===== config.mk =====
export PLATFORM = sky130hd
export DESIGN_NAME = fletcher32_checksum_flat
export DESIGN_NICKNAME = d
export VERILOG_FILES = /design/src/rtl/fl32_pkg.sv /design/src/rtl/fl32_if.sv /design/src/rtl/fletcher32_checksum.sv /design/src/rtl/fl32_accum.sv /design/src/flat_wrapper.sv
export SDC_FILE = /design/constraint.sdc
export NUM_CORES = 1
export LEC_CHECK = 0
export BUFFER_PORTS_ARGS = -buffer_cell sky130_fd_sc_hd__buf_2
export CAP_MARGIN = 25
export CORE_MARGIN = 5
export CORE_UTILIZATION = 39
export DETAILED_ROUTE_END_ITERATION = 10
export GPL_ROUTABILITY_DRIVEN = 0
export PLACE_DENSITY_LB_ADDON = 0.12
export SLEW_MARGIN = 20
export SYNTH_ARGS = -nofsm -noshare
export SYNTH_HDL_FRONTEND = slang
export SYNTH_SLANG_ARGS = --single-unit
export TNS_END_PERCENT = 50

===== constraint.sdc =====
create_clock -name clk_i -period 9.3 [get_ports clk_i]
set_clock_uncertainty 0.2 [all_clocks]
set_input_delay 0.93 -clock clk_i [delete_from_list [all_inputs] [get_ports clk_i]]
set_output_delay 0.93 -clock clk_i [all_outputs]
set_load 0.01 [all_outputs]

===== src/rtl/fl32_pkg.sv =====
// package: shared types, constants and modular add for the fletcher-32 checksum
package fl32_pkg;

  localparam int unsigned HALF_W  = 16;
  localparam int unsigned SUM_W   = 2 * HALF_W;
  localparam int unsigned BYTE_W  = 8;
  localparam int unsigned COUNT_W = 2;

  localparam logic [HALF_W-1:0] FL_MOD = 16'hffff;

  // valid-byte codes of an item
  localparam logic [COUNT_W-1:0] CNT_NONE = 2'd0;
  localparam logic [COUNT_W-1:0] CNT_ODD  = 2'd1;
  localparam logic [COUNT_W-1:0] CNT_FULL = 2'd2;

  typedef struct packed {
    logic [HALF_W-1:0]  data_word;
    logic [COUNT_W-1:0] byte_count;
    logic               last;
  } item_t;

  // control from the pipeline to the accumulator
  typedef struct packed {
    logic               fire;
    logic [COUNT_W-1:0] byte_count;
    logic               last;
  } step_t;

  // (a + b) mod 65535 for a, b up to 0xffff: end-around carry, then fold 0xffff to 0
  function automatic logic [HALF_W-1:0] mod_add(input logic [HALF_W-1:0] a,
                                                 input logic [HALF_W-1:0] b);
    logic [HALF_W:0]   t;
    logic [HALF_W-1:0] f;
    t = {1'b0, a} + {1'b0, b};
    f = t[HALF_W-1:0] + {{(HALF_W-1){1'b0}}, t[HALF_W]};
    return (f == FL_MOD) ? '0 : f;
  endfunction

endpackage


===== src/rtl/fl32_if.sv =====
// interfaces: input item, result item and seed write channels
interface fl32_in_if;
  import fl32_pkg::*;
  logic               valid;
  logic               ready;
  logic [HALF_W-1:0]  data_word;
  logic [COUNT_W-1:0] byte_count;
  logic               last;
  modport source  (output valid, data_word, byte_count, last, input ready);
  modport sink    (input valid, data_word, byte_count, last, output ready);
endinterface

interface fl32_out_if;
  import fl32_pkg::*;
  logic             valid;
  logic             ready;
  logic [SUM_W-1:0] checksum;
  modport source  (output valid, checksum, input ready);
  modport sink    (input valid, checksum, output ready);
endinterface

interface fl32_cfg_if;
  import fl32_pkg::*;
  logic             valid;
  logic             ready;
  logic [SUM_W-1:0] seed;
  modport source  (output valid, seed, input ready);
  modport sink    (input valid, seed, output ready);
endinterface


===== src/rtl/fletcher32_checksum.sv =====
// top level: streaming fletcher-32 checksum with seed register
//
//  channel     dir  handshake      payload
//  data_in     in   valid/ready    data_word[15:0], byte_count[1:0], last
//  result_out  out  valid/ready    checksum[31:16] = sum two, [15:0] = sum one
//  cfg_in      in   valid/ready    seed[31:0], ready always high
//
// one item per clock while no result is stalled; an item passes an input register,
// then the modular add of both sums lands in the state, or for a last item in the
// result register while the state reloads the seed
// reset clears the seed and both sums to zero, all valids low
// a stalled result holds the pipeline: data_in.ready drops only while a
// result waits and the input register is also full
module fletcher32_checksum
  import fl32_pkg::*;
(
  input  logic   clk_i,
  input  logic   rst_ni,
  fl32_in_if.sink    data_in,
  fl32_out_if.source result_out,
  fl32_cfg_if.sink   cfg_in
);

  // seed register, also reloads the sums on write
  logic [SUM_W-1:0] seed_q;
  logic             seed_load;

  // input stage
  logic  in_valid_q;
  item_t item_q;

  // result stage
  logic             out_valid_q;
  logic [SUM_W-1:0] checksum_q;

  logic             advance;
  step_t            step;
  logic [SUM_W-1:0] checksum_next;

  assign cfg_in.ready = 1'b1;
  assign seed_load    = cfg_in.valid;

  // the result stage can take a new value when empty or being drained
  assign advance       = !out_valid_q || result_out.ready;
  assign data_in.ready = !in_valid_q || advance;

  assign step.fire       = in_valid_q && advance;
  assign step.byte_count = item_q.byte_count;
  assign step.last       = item_q.last;

  always_ff @(posedge clk_i or negedge rst_ni) begin
    if (!rst_ni) begin
      seed_q <= '0;
    end else if (seed_load) begin
      seed_q <= cfg_in.seed;
    end
  end

  always_ff @(posedge clk_i or negedge rst_ni) begin
    if (!rst_ni) begin
      in_valid_q <= 1'b0;
    end else if (data_in.ready) begin
      in_valid_q <= data_in.valid;
    end
  end

  always_ff @(posedge clk_i) begin
    if (data_in.valid && data_in.ready) begin
      item_q.data_word  <= data_in.data_word;
      item_q.byte_count <= data_in.byte_count;
      item_q.last       <= data_in.last;
    end
  end

  fl32_accum u_accum (
    .clk_i       (clk_i),
    .rst_ni      (rst_ni),
    .step_i      (step),
    .word_i      (item_q.data_word),
    .seed_load_i (seed_load),
    .seed_i      (seed_load ? cfg_in.seed : seed_q),
    .checksum_o  (checksum_next)
  );

  // only a last item produces a result
  always_ff @(posedge clk_i or negedge rst_ni) begin
    if (!rst_ni) begin
      out_valid_q <= 1'b0;
    end else if (advance) begin
      out_valid_q <= step.fire && step.last;
    end
  end

  always_ff @(posedge clk_i) begin
    if (step.fire && step.last) begin
      checksum_q <= checksum_next;
    end
  end

  assign result_out.valid    = out_valid_q;
  assign result_out.checksum = checksum_q;

endmodule


===== src/rtl/fl32_accum.sv =====
// accumulator: sum one / sum two state and the one-step modular update
module fl32_accum
  import fl32_pkg::*;
(
  input  logic              clk_i,
  input  logic              rst_ni,
  input  step_t             step_i,
  input  logic [HALF_W-1:0] word_i,
  input  logic              seed_load_i,
  input  logic [SUM_W-1:0]  seed_i,
  output logic [SUM_W-1:0]  checksum_o
);

  logic [HALF_W-1:0] sum_one_q, sum_one_d;
  logic [HALF_W-1:0] sum_two_q, sum_two_d;
  logic [HALF_W-1:0] word;
  logic [HALF_W-1:0] one_upd, two_upd;

  // odd tail keeps only the earlier byte; count 3 is taken as a full word
  assign word = (step_i.byte_count == CNT_ODD) ?
                {{(HALF_W-BYTE_W){1'b0}}, word_i[BYTE_W-1:0]} : word_i;

  assign one_upd = mod_add(sum_one_q, word);
  assign two_upd = mod_add(sum_two_q, one_upd);

  always_comb begin
    unique case (step_i.byte_count)
      CNT_NONE: begin
        sum_one_d = sum_one_q;
        sum_two_d = sum_two_q;
      end
      default: begin
        sum_one_d = one_upd;
        sum_two_d = two_upd;
      end
    endcase
  end

  // sums after this item, emitted on a last item
  assign checksum_o = {sum_two_d, sum_one_d};

  always_ff @(posedge clk_i or negedge rst_ni) begin
    if (!rst_ni) begin
      sum_one_q <= '0;
      sum_two_q <= '0;
    end else if (seed_load_i || (step_i.fire && step_i.last)) begin
      sum_one_q <= seed_i[HALF_W-1:0];
      sum_two_q <= seed_i[SUM_W-1:HALF_W];
    end else if (step_i.fire) begin
      sum_one_q <= sum_one_d;
      sum_two_q <= sum_two_d;
    end
  end

endmodule


===== src/flat_wrapper.sv =====
// flat-port wrapper written by rule: the top's interface ports become plain ports
module fletcher32_checksum_flat import fl32_pkg::*;
  (clk_i, rst_ni, data_in_valid, data_in_data_word, data_in_byte_count, data_in_last, data_in_ready, result_out_valid, result_out_checksum, result_out_ready, cfg_in_valid, cfg_in_seed, cfg_in_ready);
  fl32_in_if data_in_i ();
  fl32_out_if result_out_i ();
  fl32_cfg_if cfg_in_i ();
  input  logic clk_i;
  input  logic rst_ni;
  input wire logic [$bits(data_in_i.valid)-1:0] data_in_valid;
  input wire logic [$bits(data_in_i.data_word)-1:0] data_in_data_word;
  input wire logic [$bits(data_in_i.byte_count)-1:0] data_in_byte_count;
  input wire logic [$bits(data_in_i.last)-1:0] data_in_last;
  output wire logic [$bits(data_in_i.ready)-1:0] data_in_ready;
  output wire logic [$bits(result_out_i.valid)-1:0] result_out_valid;
  output wire logic [$bits(result_out_i.checksum)-1:0] result_out_checksum;
  input wire logic [$bits(result_out_i.ready)-1:0] result_out_ready;
  input wire logic [$bits(cfg_in_i.valid)-1:0] cfg_in_valid;
  input wire logic [$bits(cfg_in_i.seed)-1:0] cfg_in_seed;
  output wire logic [$bits(cfg_in_i.ready)-1:0] cfg_in_ready;
  assign data_in_i.valid = data_in_valid;
  assign data_in_i.data_word = data_in_data_word;
  assign data_in_i.byte_count = data_in_byte_count;
  assign data_in_i.last = data_in_last;
  assign data_in_ready = data_in_i.ready;
  assign result_out_valid = result_out_i.valid;
  assign result_out_checksum = result_out_i.checksum;
  assign result_out_i.ready = result_out_ready;
  assign cfg_in_i.valid = cfg_in_valid;
  assign cfg_in_i.seed = cfg_in_seed;
  assign cfg_in_ready = cfg_in_i.ready;
  fletcher32_checksum u_core (.clk_i(clk_i), .rst_ni(rst_ni), .data_in(data_in_i), .result_out(result_out_i), .cfg_in(cfg_in_i));
endmodule

==> results.toml, run 1 <==
[outcome]
status = "complete, no violations"

[clock_tree]
cts-root-buf = "clkbuf_16"
htree_levels = 4
path_clk_slew_ns = 0.06
clock_path_buffers = 2
cts_made_buffers = 17
cts_tree = "built"
cts_sinks = 117
clk_latency_ns = 0.42

[setup_path]
path_max_fanout = 6
critPathKind = "flop to flop"
path_delay_family = "simple AND/OR/NAND/NOR gates"
crit_required_ns = 9.25
arrival_ns = 8.99
worst_path_largest_cell_delay_ns = 0.52
cp-end-kind = "flop"
crit_top_cell = "o21ai_1"
slowest_stage = "or4_4"
cp_num_buf_inv = 3
worstSetupStartpointType = "flop"

[route]
vias = 6545
drt_drc_violations_left = 0
viasPerCell = 5.777
drt_pass1_iterations = 5
wl_per_cell_um = 20.02
wirelength_um = 22690
ant_nets = 0
drt_iter0_drc = 596

[hold_path]
hp-class = "flop to flop"

[power]
p_sw_w = 0.001977
sequentialPowerShare_pct = 18.7
p_int_w = 0.002392
leakagePower_nw = 3.919
comb_power_share_pct = 66.6
total_power_w = 0.004369
power_switching_share_pct = 45.25
clkPwrFrac_pct = 14.6
p_per_area_nw_per_um2 = 462.7
ir_worst_vdd_uv = 199.0

[sta]
timing.setup.tns_ns = 0
period_minus_slack_ns = 9.036
finalMaxSlewViolations = 0
slew_headroom_pct = 31.36
clock.fmax_ghz = 0.1107
timing.final.ws_setup_ns = 0.2640
hold_violations = 0
post-route-period-util_pct = 97.16
rsz0062_at_grt = "true"
setup_violations = 0
worst_pin_slew_ns = 1.029

[placement]
portBuffers = 89
pre_cts_ws_ns = -0.3045
placed_area_um2 = 8492
dp_hpwl_um = 16510
dp.cells = 1083

[logic_synthesis]
synth_top_area_share_pct = 22.31
synth_warnings = 0
synth.distinct_cells = 85
synth-edff-count = 51
syn_area_um2 = 7403
ys_seq_area_share_pct = 42.99
ys_ff_latch = 117
ys.flop_type = "dfrtp_1"
netlist_instances = 728
synth_nets = 822
yosys.area.top_type = "dfrtp_1"
postSynthAreaPerCell_um2 = 10.17
synthArstFlopShare_pct = 56.41
synthTopCellsByArea = "dfrtp_1 22%, edfxtp_1 21%, ha_1 6.1%"

[die]
die-width_um = 147.8
design.core.area_um2 = 18710
die_h_um = 147.8
die-area_um2 = 21840
rows = 50
initial_utilization_pct = 39.58
ios = 91

[cells_and_area]
final_cell_mix = "89 x buf_2, 76 x buf_4, 68 x nand2_1"
stdcell_area_um2 = 9442
diodes = 0
final_cells = 1133
nFillCells = 1734
layout.cells.most_common = "buf_2"
layout-drive-gt1-share_pct = 32.93
synthToLayoutAreaGrowth_pct = 27.53
nNetsFinal = 980

[global_route]
grt_pass1_vias = 6282
grt-ovfl-total = 0
antenna_found_initial = 0
grt_max_degree = 67
grt_pass1_wl_um = 34870
track_usage_pct = 20.35

[flow_run]
drv_cap = 0
## synth_stat cells, types with 9 or more instances
cell,number
a21o_1,15
a21oi_1,43
a22oi_1,14
and2_1,14
and3_1,9
clkbuf_1,18
dfrtp_1,66
edfxtp_1,51
ha_1,36
inv_1,15
mux2_2,35
nand2_1,68
nand2b_1,13
nand3_1,15
nor2_1,42
nor2b_1,10
nor3_1,9
o21ai_0,20
o21ai_1,14
o22ai_1,15
o31ai_1,34
xnor2_1,25
xor2_1,17
## per-layer routing
| layer | wire (um) | vias up | track usage (%) |
|---|---|---|---|
| met5 | 0 | - | 0 |
| met4 | 453 | 0 | 7.083 |
| met3 | 1295 | 35 | 4.752 |
| met2 | 10200 | 217 | 31.20 |
| met1 | 10740 | 3196 | 28.33 |
| li1 | - | 3097 | - |
## flip-flops by register name, summed over array words and instances, names as in the netlist
| signal | count |
|---|---|
| u_core.in_valid_q | 1 |
| u_core.item_q | 19 |
| u_core.result_out.checksum | 32 |
| u_core.result_out.valid | 1 |
| u_core.seed_q | 32 |
| u_core.u_accum.sum_one_q | 16 |
| u_core.u_accum.sum_two_q | 16 |
## power by group through the flow
stage	Sequential [W]	Clock (W)	Combinational (W)
5_1_grt	0.000832	0.000678	0.00315
2_1_floorplan	0.000803	0	0.00175
3_5_place_dp	0.000824	0	0.00268
3_3_place_gp	0.000823	0	0.00264
6_report	0.000819	0.000640	0.00291
4_1_cts	0.000817	0.000651	0.00274
## layout make-up
type / count / area [um^2] / share of cell area, %
Clock buffer: 22 / 454.2 / 4.810
Tap cell: 234 / 292.8 / 3.101
Inverter: 15 / 56.30 / 0.5963
Timing Repair Buffer: 168 / 1050 / 11.12
Multi-Input combinational cell: 567 / 4295 / 45.49
Sequential cell: 117 / 3183 / 33.71
Clock inverter: 10 / 110.1 / 1.166
## cell families (layout without fill, tap and decap cells)
group | after synthesis | in the layout | share of synthesized area, %
compound gates | 216 | 216 | 20.08
xor+xnor | 44 | 44 | 5.408
fa+ha+maj | 38 | 38 | 6.625
buf+inv | 45 | 215 | 2.467
flops | 117 | 117 | 42.99
mux | 39 | 39 | 5.865
other cells | 1 | 1 | 0.05065
simple gates | 228 | 229 | 16.51
## path summary, 6_finish.rpt
| path | start | cells past startpoint | slack (ns) | to |
|---|---|---|---|---|
| worst min register to register | u_core.seed_q[14] | 1 | 0.30 | u_core.seed_q[14] |
| worst max register to register | u_core.u_accum.sum_one_q[0] | 44 | 0.26 | u_core.result_out.checksum[25] |
| min in group asynchronous | rst_ni | 2 | 0.51 | u_core.seed_q[7] |
| worst min-delay path | u_core.seed_q[14] | 1 | 0.30 | u_core.seed_q[14] |
| worst max-delay path | u_core.u_accum.sum_one_q[0] | 44 | 0.26 | u_core.result_out.checksum[25] |
| max in group asynchronous | rst_ni | 2 | 7.79 | u_core.u_accum.sum_two_q[11] |
## metrics by stage
step | hold slack, ns | util, %
2_1_floorplan | 0.2720 | -
3_3_place_gp | 0.2819 | 45.36
3_5_place_dp | 0.2856 | 45.40
4_1_cts | 0.2986 | 48.74
5_1_grt | 0.3036 | 50.47
6_report | 0.2967 | 50.47
## timing repair
action	4_1_cts	5_1_grt
resized for setup	9	40
setup buffers	2	14
endpoints found under the hold margin	0	0
pin swaps	2	23
endpoints found under the setup margin	31	32
cloned	0	1
hold buffers	0	0
Power figures use the tool's default switching activity.
==> run 2, diff against run 1 <==
--- a/config.mk
+++ b/config.mk
@@ -5,10 +5,12 @@
 export SDC_FILE = /design/constraint.sdc
 export NUM_CORES = 1
 export LEC_CHECK = 0
+export ABC_AREA = 1
 export BUFFER_PORTS_ARGS = -buffer_cell sky130_fd_sc_hd__buf_2
 export CAP_MARGIN = 25
 export CORE_MARGIN = 5
 export CORE_UTILIZATION = 39
+export CTS_CLUSTER_DIAMETER = 50
 export DETAILED_ROUTE_END_ITERATION = 10
 export GPL_ROUTABILITY_DRIVEN = 0
 export PLACE_DENSITY_LB_ADDON = 0.12
==> run 2 against run 1 <==
Sequential power shrank 3.9%. Non-clock buffer count shrank 72. Clock power shrank 3%. Sequential share of layout area is essentially flat. First-iteration DRC count shrank 9.7%. Maximum frequency grew 13%. Global-route usage shrank 0.35 points. Worst setup slack gained 1.0 ns. Highest routed layer unchanged.
==> results.toml, run 2 <==
[placement]
dp.cells = 1497
placed_area_um2 = 8847
dp_hpwl_um = 17870
portBuffers = 89

[setup_path]
reg2reg_to = "u_core.result_out.checksum[20]"
path_delay_family = "simple AND/OR/NAND/NOR gates"
cp-end-kind = "flop"
cp_num_buf_inv = 5
slowest_stage = "ha_1"
path_max_fanout = 16
critPathKind = "flop to flop"
arrival_ns = 7.97
worstSetupStartpointType = "flop"
crit_required_ns = 9.26
critical_path.startpoint = "u_core.item_q[2]"
path_depth = 52
crit_top_cell = "nand2_1"
worst_path_largest_cell_delay_ns = 0.43
r2r_setup_slack_ns = 1.29
r2r_cells = 52
reg2reg_from = "u_core.item_q[2]"

[clock_tree]
postCtsSetupBuffers = 0
clk_latency_ns = 0.42
cts_sinks = 117
cts_tree = "built"
cts_made_buffers = 17
holdBufCountCts = 0
htree_levels = 4
clock_path_buffers = 2
cts-root-buf = "clkbuf_16"
cts_resized = 0
path_clk_slew_ns = 0.06

[power]
p_sw_w = 0.001595
comb_power_share_pct = 57.1
leakagePower_nw = 4.933
p_per_area_nw_per_um2 = 348.7
ir_worst_vdd_uv = 187.7
power_switching_share_pct = 48.46
clkPwrFrac_pct = 19.0
p_int_w = 0.001697
sequentialPowerShare_pct = 23.9

[logic_synthesis]
synth-edff-count = 51
synth_top_area_share_pct = 20.17
synth_warnings = 0
ys_ff_latch = 117
synthTopCellsByArea = "dfrtp_1 20%, edfxtp_1 19%, nand2_1 19%"
ys_seq_area_share_pct = 38.88
netlist_instances = 1155
synth_nets = 1249
yosys.area.top_type = "dfrtp_1"
synth.distinct_cells = 38
ys.flop_type = "dfrtp_1"
postSynthAreaPerCell_um2 = 7.088
post-synth-top-count-cell = "nand2_1"
netlist_top_cells_count = "404 x nand2_1, 154 x inv_1, 105 x nand3_1"
syn_area_um2 = 8187
synthArstFlopShare_pct = 56.41

[die]
die-width_um = 154.9
initial_utilization_pct = 39.32
design.core.area_um2 = 20820
ios = 91
die_h_um = 154.9
rows = 53
die-area_um2 = 23990

[global_route]
antenna_found_initial = 0
grt_pass1_wl_um = 38210
grt-ovfl-total = 0
grt_pass1_vias = 7230
track_usage_pct = 20.01
grt_max_degree = 67

[outcome]
status = "complete, no violations"

[cells_and_area]
layout.cells.most_common = "nand2_1"
synthToLayoutAreaGrowth_pct = 15.31
layout-drive-gt1-share_pct = 17.05
nFillCells = 2137
final_cell_mix = "404 x nand2_1, 154 x inv_1, 105 x nand3_1"
stdcell_area_um2 = 9440
diodes = 0
final_cells = 1530
nNetsFinal = 1336

[hold_path]
hp-class = "flop to flop"
hp-start = "u_core.seed_q[20]"
whs_path_depth = 2
min_to = "u_core.seed_q[20]"

[route]
viasPerCell = 4.916
wirelength_um = 23090
drt_drc_violations_left = 0
drt_pass1_iterations = 5
wl_per_cell_um = 15.09
drt_iter0_drc = 538
vias = 7522
ant_nets = 0

[sta]
post-route-period-util_pct = 86.14
timing.setup.tns_ns = 0
timing.hold.ws_ns = 0.2938
setup_violations = 0
slew_headroom_pct = 40.12
hold_violations = 0
period_minus_slack_ns = 8.011
finalMaxSlewViolations = 0
worst_pin_slew_ns = 0.8982
clock.fmax_ghz = 0.1248
rsz0062_at_grt = "false"

[flow_run]
drv_cap = 0
run 2: changes by cell type in the layout (fill, tap and decap cells not counted), moves of 18 or more:
cell	before	now
or2_2	7	32
buf_4	76	5
nor2_1	40	84
xnor2_1	25	2
o31ai_1	32	0
o21ai_0	16	41
nand3_1	15	105
inv_1	14	154
nand2_1	68	404
mux2_2	35	0
nand3_2	1	19
run 2: worst min-delay path: stages, from the launching register on:
cell and delay [ns]:
dfrtp_1 0.31, o21ai_0 0.09, inv_1 0.06
run 2: metal layers:
layer / routed length, um / global-route usage, % / part of all wire, % / vias to the layer above
li1: - / - / - / 3860
met1: 11570 / 29.87 / 50 / 3433
met2: 9972 / 30.13 / 43 / 204
met3: 1202 / 3.282 / 5.2 / 25
met4: 342 / 5.299 / 1.5 / 0
met5: 0 / 0 / 0 / -
run 2: worst max-delay path by stage:
stage | endpoint | slack, ns
4_1_cts | u_core.result_out.checksum[25] | 1.30
2_1_floorplan | u_core.result_out.checksum[24] | 2.65
3_3_place_gp | u_core.u_accum.sum_two_q[14] | 1.49
3_5_place_dp | u_core.result_out.checksum[25] | 1.37
6_report | u_core.result_out.checksum[20] | 1.29
5_1_grt | u_core.u_accum.sum_two_q[13] | 0.22
run 2: logic make-up (layout without fill, tap and decap cells):
logic type	after synthesis	count (layout)	synth area share, %
flip-flops	117	117	38.88
AND/OR/NAND/NOR	696	696	37.84
other	1	1	0.04581
XOR/XNOR	5	5	0.5350
buffers and inverters	190	290	9.904
adder cells (fa/ha/maj)	38	38	5.991
AO/OA/AOI/OAI	108	108	6.801
run 2: cell type report:
type                            instances  area, um^2  area share, %
Multi-Input combinational cell        848        4212          44.61
Sequential cell                       117        3183          33.72
Inverter                              162       610.6          6.468
Timing Repair Buffer                   96       525.5          5.567
Clock buffer                           22       496.7          5.262
Tap cell                              275       344.1          3.645
Clock inverter                         10       68.82         0.7290
run 2: power by group through the flow:
stage / logic, W / registers, W / clock network (W)
global placement: 0.00186 / 0.000798 / 0
finish: 0.00188 / 0.000787 / 0.000624
global route: 0.00217 / 0.000798 / 0.000662
floorplan: 0.00140 / 0.000770 / 0
detailed placement: 0.00186 / 0.000795 / 0
CTS: 0.00188 / 0.000788 / 0.000638
run 2: stage by stage:
step / setup WS (ns) / total power, W / utilization (%)
floorplan: 2.652 / 0.002174 / -
global placement: 1.491 / 0.002659 / 42.42
detailed placement: 1.369 / 0.002655 / 42.49
CTS: 1.303 / 0.003303 / 45.20
global route: 0.2162 / 0.003635 / 45.34
finish: 1.289 / 0.003292 / 45.34
==> run 3, diff against run 2 <==
--- a/config.mk
+++ b/config.mk
@@ -13,6 +13,7 @@
 export CTS_CLUSTER_DIAMETER = 50
 export DETAILED_ROUTE_END_ITERATION = 10
 export GPL_ROUTABILITY_DRIVEN = 0
+export MAX_ROUTING_LAYER = met4
 export PLACE_DENSITY_LB_ADDON = 0.12
 export SLEW_MARGIN = 20
 export SYNTH_ARGS = -nofsm -noshare
==> run 3 against run 2 <==
Clock power hardly changed. Maximum frequency is 0.24% higher. Highest routed layer unchanged. Sequential cell count stayed put. Design area stayed put. Non-clock buffer count stayed put. Global-route usage is 0.57 points higher. First-iteration DRC count is 1.7% higher. Register-to-register slack better by 0.02 ns. Count of clock-buffer cells in the layout stayed put.
==> results.toml, run 3 (synthesis results as in run 2) <==
[hold_path]
whs_path_depth = 2
hp-class = "flop to flop"
hp-start = "u_core.seed_q[20]"
min_to = "u_core.seed_q[20]"

[sta]
hold_violations = 0
timing.setup.tns_ns = 0
setup_violations = 0
post-route-period-util_pct = 85.93
clock.fmax_ghz = 0.1251
rsz0062_at_grt = "false"
period_minus_slack_ns = 7.992
finalMaxSlewViolations = 0
worst_pin_slew_ns = 0.9001
slew_headroom_pct = 39.99

[route]
ant_nets = 0
drt_pass1_iterations = 5
drt_iter0_drc = 547
viasPerCell = 4.919
wl_per_cell_um = 15.08
vias = 7526
wirelength_um = 23070
drt_drc_violations_left = 0

[clock_tree]
postCtsSetupBuffers = 0
path_clk_slew_ns = 0.06
clk_latency_ns = 0.42
cts-root-buf = "clkbuf_16"
holdBufCountCts = 0
htree_levels = 4
cts_tree = "built"
cts_sinks = 117
cts_made_buffers = 17
clock_path_buffers = 2
cts_resized = 0

[cells_and_area]
nFillCells = 2137
synthToLayoutAreaGrowth_pct = 15.31
layout.cells.most_common = "nand2_1"
nNetsFinal = 1336
multi_input_area_um2 = 4212
diodes = 0
final_cells = 1530
layout-drive-gt1-share_pct = 17.05
final_cell_mix = "404 x nand2_1, 154 x inv_1, 105 x nand3_1"
seq_area_um2 = 3183

[setup_path]
r2r_cells = 52
r2r_setup_slack_ns = 1.31
crit_required_ns = 9.26
crit_top_cell = "nand2_1"
worst_path_largest_cell_delay_ns = 0.43
path_max_fanout = 16
cp-end-kind = "flop"
cp_num_buf_inv = 5
worstSetupStartpointType = "flop"
reg2reg_to = "u_core.result_out.checksum[20]"
critPathKind = "flop to flop"
path_delay_family = "simple AND/OR/NAND/NOR gates"
slowest_stage = "ha_1"
arrival_ns = 7.95
reg2reg_from = "u_core.item_q[2]"

[global_route]
antenna_found_initial = 0
grt_pass1_vias = 7219
track_usage_pct = 20.58
grt-ovfl-total = 0
grt_pass1_wl_um = 38180
grt_max_degree = 67

[die]
die_h_um = 154.9
die-area_um2 = 23990
die-width_um = 154.9
design.core.area_um2 = 20820
rows = 53
initial_utilization_pct = 39.32
ios = 91

[flow_run]
drv_cap = 0

[placement]
portBuffers = 89
dp_hpwl_um = 17870
dp.cells = 1497

[outcome]
status = "complete, no violations"

[power]
p_per_area_nw_per_um2 = 348.8
leakagePower_nw = 4.933
ir_worst_vdd_uv = 186.5
==> run 3: cell counts in the layout (fill, tap and decap cells not counted) <==
No cell type changed its count.
==> run 3: final cells by class <==
class | instances | area share (%)
Clock buffer | 22 | 5.262
Clock inverter | 10 | 0.7290
Inverter | 162 | 6.468
Multi-Input combinational cell | 848 | 44.61
Sequential cell | 117 | 33.72
Tap cell | 275 | 3.645
Timing Repair Buffer | 96 | 5.567
==> run 3: through the flow <==
| step | utilization, % | hold WS [ns] | total power, W | instance area (um^2) | setup slack (ns) |
|---|---|---|---|---|---|
| 2_1_floorplan | - | 0.2586 | 0.002174 | 8187 | 2.652 |
| 3_3_place_gp | 42.42 | 0.2794 | 0.002659 | 8832 | 1.491 |
| 3_5_place_dp | 42.49 | 0.2843 | 0.002655 | 8847 | 1.369 |
| 4_1_cts | 45.20 | 0.3006 | 0.003303 | 9413 | 1.303 |
| 5_1_grt | 45.34 | 0.3222 | 0.003634 | 9440 | 0.2158 |
| 6_report | 45.34 | 0.2955 | 0.003292 | 9440 | 1.308 |
==> run 3: worst max path at each step <==
| stage | start | slack [ns] | to | cells past startpoint |
|---|---|---|---|---|
| 2_1_floorplan | u_core.item_q[2] | 2.65 | u_core.result_out.checksum[24] | 53 |
| 3_3_place_gp | u_core.item_q[2] | 1.49 | u_core.u_accum.sum_two_q[14] | 54 |
| 3_5_place_dp | u_core.item_q[2] | 1.37 | u_core.result_out.checksum[25] | 52 |
| 4_1_cts | u_core.item_q[2] | 1.30 | u_core.result_out.checksum[25] | 52 |
| 5_1_grt | u_core.item_q[1] | 0.22 | u_core.u_accum.sum_two_q[13] | 55 |
| 6_report | u_core.item_q[2] | 1.31 | u_core.result_out.checksum[20] | 52 |
==> run 3: per-layer routing <==
metal  global-route usage [%]  share of wire, %
met5                        -                 0
met1                    30.21                51
met3                    2.921               4.2
met4                    5.172               1.5
met2                    30.01                43
==> run 3: report_power, final <==
group	switching [W]	internal (W)
combinational	0.00126	0.000625
clock	0.000245	0.000379
sequential	0.0000944	0.000693
==> run 3: tightest hold or removal path, stage by stage, from the launching register on <==
cell,delay [ns]
dfrtp_1,0.31
o21ai_0,0.09
inv_1,0.06
